$ cat src/mfc_pkg.sv
// ----------------------------------------------------------------------------
// mfc_pkg
// Shared constants and types for the mixed FNV-1a vector checksum: hash and
// mixing constants, partial product step codes and the controller command word.
// ----------------------------------------------------------------------------
package mfc_pkg;

	// FNV-1a 64-bit constants
	localparam logic [63:0] FNV_OFFSET_BASIS = 64'hCBF29CE484222325;
	// prime 0x100000001B3 split into a short low part and a single high bit
	localparam logic [8:0]  FNV_PRIME_LO     = 9'h1B3;
	localparam int          FNV_PRIME_SHIFT  = 40;

	// golden-ratio mixing constant
	localparam logic [63:0] GOLDEN_MIX       = 64'h9E3779B97F4A7C15;

	// number of byte rounds per word
	localparam int          NUM_BYTES        = 8;

	// partial product steps of the 64 x 64 mixing multiply (low 64 bits kept)
	typedef enum logic [1:0] {
		MIX_LL = 2'd0,   // low x low, full 64-bit product
		MIX_LH = 2'd1,   // low x high, added into upper half
		MIX_HL = 2'd2    // high x low, added into upper half
	} mix_step_t;

	// commands from controller to datapath
	typedef struct packed {
		logic      load;      // capture the incoming word and start a fresh hash
		logic      mix_en;    // run one partial product step
		mix_step_t mix_step;
		logic      round;     // one FNV-1a byte round
		logic      fold;      // XOR the word hash into the accumulator
		logic      emit;      // load the folded checksum and restart the accumulator
	} mfc_cmd_t;

endpackage

$ cat src/mfc_dp.sv
// ----------------------------------------------------------------------------
// mfc_dp
// Datapath: word mixing through one shared 32 x 32 multiplier in three partial
// product steps, byte-serial FNV-1a rounds, accumulator and output register.
// ----------------------------------------------------------------------------
module mfc_dp (
	input  logic             clk,
	input  logic             arst_n,
	input  mfc_pkg::mfc_cmd_t cmd,
	input  logic [63:0]      element_bits,
	output logic signed [31:0] checksum
);
	import mfc_pkg::*;

	logic [63:0] x_q;     // word after folding in its upper half
	logic [63:0] m_q;     // mixed word, shifted down one byte per round
	logic [63:0] h_q;     // per-word FNV-1a hash
	logic [63:0] acc_q;   // running accumulator
	logic [31:0] sum_q;   // output checksum register

	logic [31:0] mul_a;
	logic [31:0] mul_b;
	logic [63:0] mul_p;
	logic [63:0] rnd_t;
	logic [63:0] rnd_h;
	logic [63:0] acc_new;

	// operand selection for the shared multiplier
	always_comb begin
		case (cmd.mix_step)
			MIX_LL: begin
				mul_a = x_q[31:0];
				mul_b = GOLDEN_MIX[31:0];
			end
			MIX_LH: begin
				mul_a = x_q[31:0];
				mul_b = GOLDEN_MIX[63:32];
			end
			MIX_HL: begin
				mul_a = x_q[63:32];
				mul_b = GOLDEN_MIX[31:0];
			end
			default: begin
				mul_a = x_q[31:0];
				mul_b = GOLDEN_MIX[31:0];
			end
		endcase
	end

	assign mul_p = 64'(mul_a) * 64'(mul_b);

	// one byte round: xor in the low byte, multiply by the prime
	assign rnd_t = h_q ^ {56'd0, m_q[7:0]};
	assign rnd_h = 64'(rnd_t * 64'(FNV_PRIME_LO)) + (rnd_t << FNV_PRIME_SHIFT);

	assign acc_new = acc_q ^ h_q;

	// word, mix, hash and output checksum registers
	always_ff @(posedge clk) begin
		if (cmd.load) begin
			x_q <= element_bits ^ {32'd0, element_bits[63:32]};
			h_q <= FNV_OFFSET_BASIS;
		end
		if (cmd.mix_en) begin
			if (cmd.mix_step == MIX_LL) begin
				m_q <= mul_p;
			end else begin
				m_q[63:32] <= m_q[63:32] + mul_p[31:0];
			end
		end
		if (cmd.round) begin
			h_q <= rnd_h;
			m_q <= m_q >> 8;
		end
		if (cmd.fold && cmd.emit) begin
			sum_q <= acc_new[63:32] ^ acc_new[31:0];
		end
	end

	// accumulator
	always_ff @(posedge clk or negedge arst_n) begin
		if (!arst_n) begin
			acc_q <= FNV_OFFSET_BASIS;
		end else if (cmd.fold) begin
			acc_q <= cmd.emit ? FNV_OFFSET_BASIS : acc_new;
		end
	end

	assign checksum = signed'(sum_q);

endmodule

$ cat src/mfc_ctrl.sv
// ----------------------------------------------------------------------------
// mfc_ctrl
// Controller: sequences word capture, three mixing steps, eight byte rounds and
// the fold, and owns both handshakes.
// ----------------------------------------------------------------------------
module mfc_ctrl (
	input  logic              clk,
	input  logic              arst_n,
	input  logic              in_valid,
	output logic              in_stall,
	input  logic              last_element,
	output logic              out_valid,
	input  logic              out_stall,
	output mfc_pkg::mfc_cmd_t cmd
);
	import mfc_pkg::*;

	typedef enum logic [1:0] {
		S_IDLE,
		S_MIX,
		S_ROUND,
		S_FOLD
	} state_t;

	state_t      state_q;
	mix_step_t   step_q;
	logic [2:0]  byte_q;
	logic        last_q;
	logic        out_valid_q;
	logic        in_acc;
	logic        out_busy;

	assign in_stall = (state_q != S_IDLE);
	assign in_acc   = in_valid && !in_stall;
	// result register still holds a word nobody has taken
	assign out_busy = out_valid_q && out_stall;
	assign out_valid = out_valid_q;

	// commands decoded from state
	always_comb begin
		cmd          = '0;
		cmd.mix_step = step_q;
		case (state_q)
			S_IDLE:  cmd.load   = in_acc;
			S_MIX:   cmd.mix_en = 1'b1;
			S_ROUND: cmd.round  = 1'b1;
			S_FOLD: begin
				cmd.fold = !(last_q && out_busy);
				cmd.emit = last_q;
			end
			default: cmd = '0;
		endcase
	end

	// state and registered outputs
	always_ff @(posedge clk or negedge arst_n) begin
		if (!arst_n) begin
			state_q     <= S_IDLE;
			step_q      <= MIX_LL;
			byte_q      <= '0;
			last_q      <= 1'b0;
			out_valid_q <= 1'b0;
		end else begin
			// result valid: set by the fold of a last element, cleared when taken
			if (state_q == S_FOLD && last_q && !out_busy) begin
				out_valid_q <= 1'b1;
			end else if (out_valid_q && !out_stall) begin
				out_valid_q <= 1'b0;
			end
			case (state_q)
				S_IDLE: begin
					if (in_acc) begin
						last_q  <= last_element;
						step_q  <= MIX_LL;
						state_q <= S_MIX;
					end
				end
				S_MIX: begin
					case (step_q)
						MIX_LL:  step_q <= MIX_LH;
						MIX_LH:  step_q <= MIX_HL;
						default: begin
							step_q  <= MIX_LL;
							byte_q  <= '0;
							state_q <= S_ROUND;
						end
					endcase
				end
				S_ROUND: begin
					byte_q <= byte_q + 3'd1;
					if (byte_q == 3'(NUM_BYTES - 1)) begin
						state_q <= S_FOLD;
					end
				end
				S_FOLD: begin
					if (!(last_q && out_busy)) begin
						state_q <= S_IDLE;
					end
				end
				default: state_q <= S_IDLE;
			endcase
		end
	end

endmodule

$ cat src/mixed_fnv1a_vector_checksum.sv
// ----------------------------------------------------------------------------
// mixed_fnv1a_vector_checksum
// A result word becomes valid when the fold of the last element completes.
// A new element is taken only once the previous one has gone through the three
// partial products of the mixing multiply on one 32 x 32 multiplier, the eight byte rounds and the fold.
// A waiting result blocks only the fold of the next last element, until taken.
// Reset (arst_n low) clears the sequencer, the result valid and returns the
// accumulator to the FNV offset basis.
// ----------------------------------------------------------------------------
module mixed_fnv1a_vector_checksum (
	input  logic               clk,
	input  logic               arst_n,
	input  logic               in_valid,
	output logic               in_stall,
	input  logic [63:0]        element_bits,
	input  logic               last_element,
	output logic               out_valid,
	input  logic               out_stall,
	output logic signed [31:0] checksum
);
	import mfc_pkg::*;

	mfc_cmd_t cmd;

	// sequencer
	mfc_ctrl u_ctrl (
		.clk          (clk),
		.arst_n       (arst_n),
		.in_valid     (in_valid),
		.in_stall     (in_stall),
		.last_element (last_element),
		.out_valid    (out_valid),
		.out_stall    (out_stall),
		.cmd          (cmd)
	);

	// hashing datapath
	mfc_dp u_dp (
		.clk          (clk),
		.arst_n       (arst_n),
		.cmd          (cmd),
		.element_bits (element_bits),
		.checksum     (checksum)
	);

endmodule

$ cat config.mk
export PLATFORM = sky130hd
export DESIGN_NAME = mixed_fnv1a_vector_checksum
export DESIGN_NICKNAME = d
export VERILOG_FILES = /design/src/mfc_pkg.sv /design/src/mfc_dp.sv /design/src/mfc_ctrl.sv /design/src/mixed_fnv1a_vector_checksum.sv
export SDC_FILE = /design/constraint.sdc
export NUM_CORES = 2
export LEC_CHECK = 0
export BUFFER_PORTS_ARGS = -buffer_cell sky130_fd_sc_hd__buf_4
export CAP_MARGIN = 20
export CORE_UTILIZATION = 45
export CTS_CLUSTER_SIZE = 10
export DETAILED_ROUTE_END_ITERATION = 12
export PLACE_DENSITY_LB_ADDON = 0.05
export SETUP_SLACK_MARGIN = 0.4
export SLEW_MARGIN = 20
export SYNTH_ARGS = -nofsm -noshare
export SYNTH_HDL_FRONTEND = slang
export SYNTH_HIERARCHICAL = 1
export SYNTH_SLANG_ARGS = --single-unit
$ cat constraint.sdc
create_clock -name clk -period 11.2 [get_ports clk]
set_input_delay 1.12 -clock clk [delete_from_list [all_inputs] [get_ports clk]]
set_output_delay 1.12 -clock clk [all_outputs]
set_load 0.005 [all_outputs]
==> results.json <==
{
  "top_usage_layer": "met2",
  "viasPerCell": 5.21,
  "yosysTopAreaCell": "fa_1",
  "synth.avg_cell_area_um2": 10.0,
  "initial_core_util": 0.453,
  "clock_sinks": 297,
  "synthTopCellsByArea": "fa_1, ha_1, edfxtp_1",
  "final-setup-viol-count": 0,
  "skew_ps": 35.4,
  "fp.dieH_um": 336,
  "antenna_found_initial": 1,
  "status": "complete, no violations",
  "dieArea_um2": 113000,
  "rsz0062_at_grt": "no",
  "vias": 34237,
  "num_rows": 122,
  "synth_top_area_frac": 0.340,
  "num_io_pins": 103,
  "dr.first_iter.drc_count": 1797,
  "clkLatencyLatePin_ps": 640,
  "dp_slack_ps": 962,
  "synthFlopType": "edfxtp_1",
  "slew_violations": 0,
  "max_slew_margin": 0.373,
  "dpl.hpwl_mm": 132,
  "start_kind": "flop",
  "wire_per_inst_um": 23.1,
  "fmax_mhz": 97.0,
  "grt_pass1_vias": 36787,
  "worstPathMaxFanout": 21,
  "die_width_um": 336,
  "finalWorstSetupSlack_ps": 890,
  "hold_class": "in -> async",
  "crit_family": "adder cells",
  "yosysUniqueCellTypes": 92,
  "maxCapViolCount": 0,
  "drive_gt1_frac": 0.0584,
  "synth_edf_count": 216,
  "finalCritPeriodShare": 0.921,
  "worstMarginPinSlew_ps": 933,
  "antenna_cells": 0,
  "clockBufferDepth": 3,
  "worstReg2RegStart": "u_ctrl/step_q[0]",
  "rr_worst_depth": 34,
  "yosysSeqAreaShare": 0.170,
  "syn_area_um2": 50200,
  "drc_errors": 0,
  "synthArstFlopShare": 0.246,
  "port_buffers": 102,
  "cts_made_buffers": 43,
  "grt_use_met2": 0.499,
  "cts_root_buf": "clkbuf_16",
  "rrSetupSlack_ps": 890,
  "finalSetupTns_ps": 0,
  "worst-path-buf-inv": 6,
  "ant_nets": 0,
  "area_delta_synth_final_pct": 7.64,
  "nets": 6642,
  "grt_use_met1": 0.334,
  "yosysWarnings": 6,
  "grt_pass1_wl_mm": 230,
  "coreArea_um2": 111000,
  "use_met3": 0.0254,
  "grt_max_degree": 69,
  "drt_wl_total_mm": 152,
  "hold_viol": 0,
  "syn_inst": 5002,
  "worstPathRequired_ps": 11710,
  "dr.pass1.iters": 5,
  "rr_endpoint": "u_dp/m_q[63]",
  "end_kind": "flop",
  "clk_pin_slew_ps": 60,
  "crit_type": "reg -> reg",
  "finalCriticalPeriod_ps": 10310,
  "critPathArrivalTime_ps": 10820,
  "cpPeakStageDelay_ps": 580,
  "track_usage": 0.276,
  "htree_levels": 2,
  "synth_seq_cells": 297,
  "grt_overflow_total": 0,
  "gp_congestion": 0.944,
  "cts_setup_buffers": 0,
  "cts_tree": "yes",
  "slowest_stage": "fa_1"
}
flip-flops by register name, summed over array words and instances (netlist names):
name / flops
u_ctrl/step_q: 2
u_dp/acc_q: 64
u_dp/x_q: 64
u_dp/m_q: 64
u_ctrl/out_valid: 1
u_dp/checksum: 32
u_ctrl/state_q: 2
u_ctrl/byte_q: 3
u_dp/h_q: 64
u_ctrl/last_q: 1
kinds of logic after synthesis:
group,count (synthesis),synth area share
adders and majority gates,1524,0.508
buffers and inverters,1334,0.100
AOI/OAI and AO/OA,745,0.0924
and+or+nand+nor,744,0.0652
xor gates and xnor gates,301,0.0528
DFF,297,0.170
muxes,55,0.0121
other,2,0.000150
cell type report:
type | count | area [um2]
Clock buffer | 55 | 1150
Tap cell | 1488 | 1860
Inverter | 1168 | 4380
Timing Repair Buffer | 138 | 1040
Multi-Input combinational cell | 3401 | 36800
Clock inverter | 23 | 260
Fill cell | 10557 | 56700
Sequential cell | 297 | 8510
routing by layer:
layer | share of wire | up-vias
met4 | 0.050 | 0
met1 | 0.40 | 17241
met2 | 0.51 | 794
li1 | - | 15945
met5 | 0 | -
met3 | 0.032 | 257
worst max-delay path by stage:
stage	from	to	slack [ps]	cells past startpoint
2_1_floorplan	u_ctrl/step_q[0]	u_dp/m_q[63]	1090	40
3_3_place_gp	u_ctrl/step_q[0]	u_dp/m_q[63]	1060	37
3_5_place_dp	u_ctrl/step_q[0]	u_dp/m_q[63]	960	37
4_1_cts	u_ctrl/step_q[0]	u_dp/m_q[63]	910	34
5_1_grt	u_ctrl/step_q[0]	u_dp/m_q[63]	430	38
6_report	u_ctrl/step_q[0]	u_dp/m_q[63]	890	34
metrics by stage:
stage	utilization	std cells	hold WS (ps)	instance area, um2
5_1_grt	0.488	6570	472	54000
4_1_cts	0.488	6570	435	54000
3_3_place_gp	0.475	6492	473	52600
6_report	0.488	6570	449	54000
3_5_place_dp	0.475	6492	486	52600
2_1_floorplan	-	5032	450	50300
Yosys cell counts (15+ instances only):
| library cell | count |
|---|---|
| inv_1 | 1163 |
| fa_1 | 852 |
| ha_1 | 672 |
| nand2_1 | 399 |
| o21ai_0 | 246 |
| edfxtp_1 | 216 |
| a21oi_1 | 192 |
| xnor2_1 | 176 |
| clkbuf_1 | 153 |
| nor2_1 | 133 |
| xor2_1 | 124 |
| a21o_1 | 87 |
| nand3_1 | 59 |
| dfrtp_1 | 45 |
| o21bai_1 | 41 |
| nand4_1 | 31 |
| mux2_2 | 30 |
| dfstp_2 | 28 |
| nor3_1 | 24 |
| mux2i_1 | 23 |
| o21a_1 | 23 |
| a211oi_1 | 20 |
| nor2b_1 | 18 |
| nand2b_1 | 17 |
| a31oi_1 | 15 |
| and2_1 | 15 |
layout by cell type (no fill, tap or decap), types with 13 or more instances in the layout:
| cell | count |
|---|---|
| xnor2_1 | 176 |
| a211oi_1 | 20 |
| o21bai_1 | 41 |
| nand4_1 | 31 |
| ha_1 | 671 |
| fa_1 | 852 |
| nor2b_1 | 16 |
| nor2_1 | 132 |
| nand2_1 | 399 |
| mux2_2 | 30 |
| nor3_1 | 24 |
| inv_1 | 1163 |
| dfrtp_1 | 44 |
| edfxtp_1 | 216 |
| nand2b_1 | 17 |
| clkbuf_16 | 44 |
| o21ai_0 | 246 |
| and2_1 | 13 |
| nand3_1 | 59 |
| mux2i_1 | 22 |
| a21oi_1 | 192 |
| a21o_1 | 87 |
| a31oi_1 | 14 |
| o211ai_1 | 14 |
| conb_1 | 32 |
| and3_1 | 14 |
| xor2_1 | 124 |
| dfstp_2 | 28 |
| o21a_1 | 23 |
| buf_4 | 138 |
repair_timing:
item | CTS | global route
endpoints found under the setup margin | 0 | 1
hold buffers | 0 | 0
gates resized for setup | 0 | 1
Power is not shown: default switching activity piles up to over one toggle a cycle in this logic, so the estimate is an artifact.
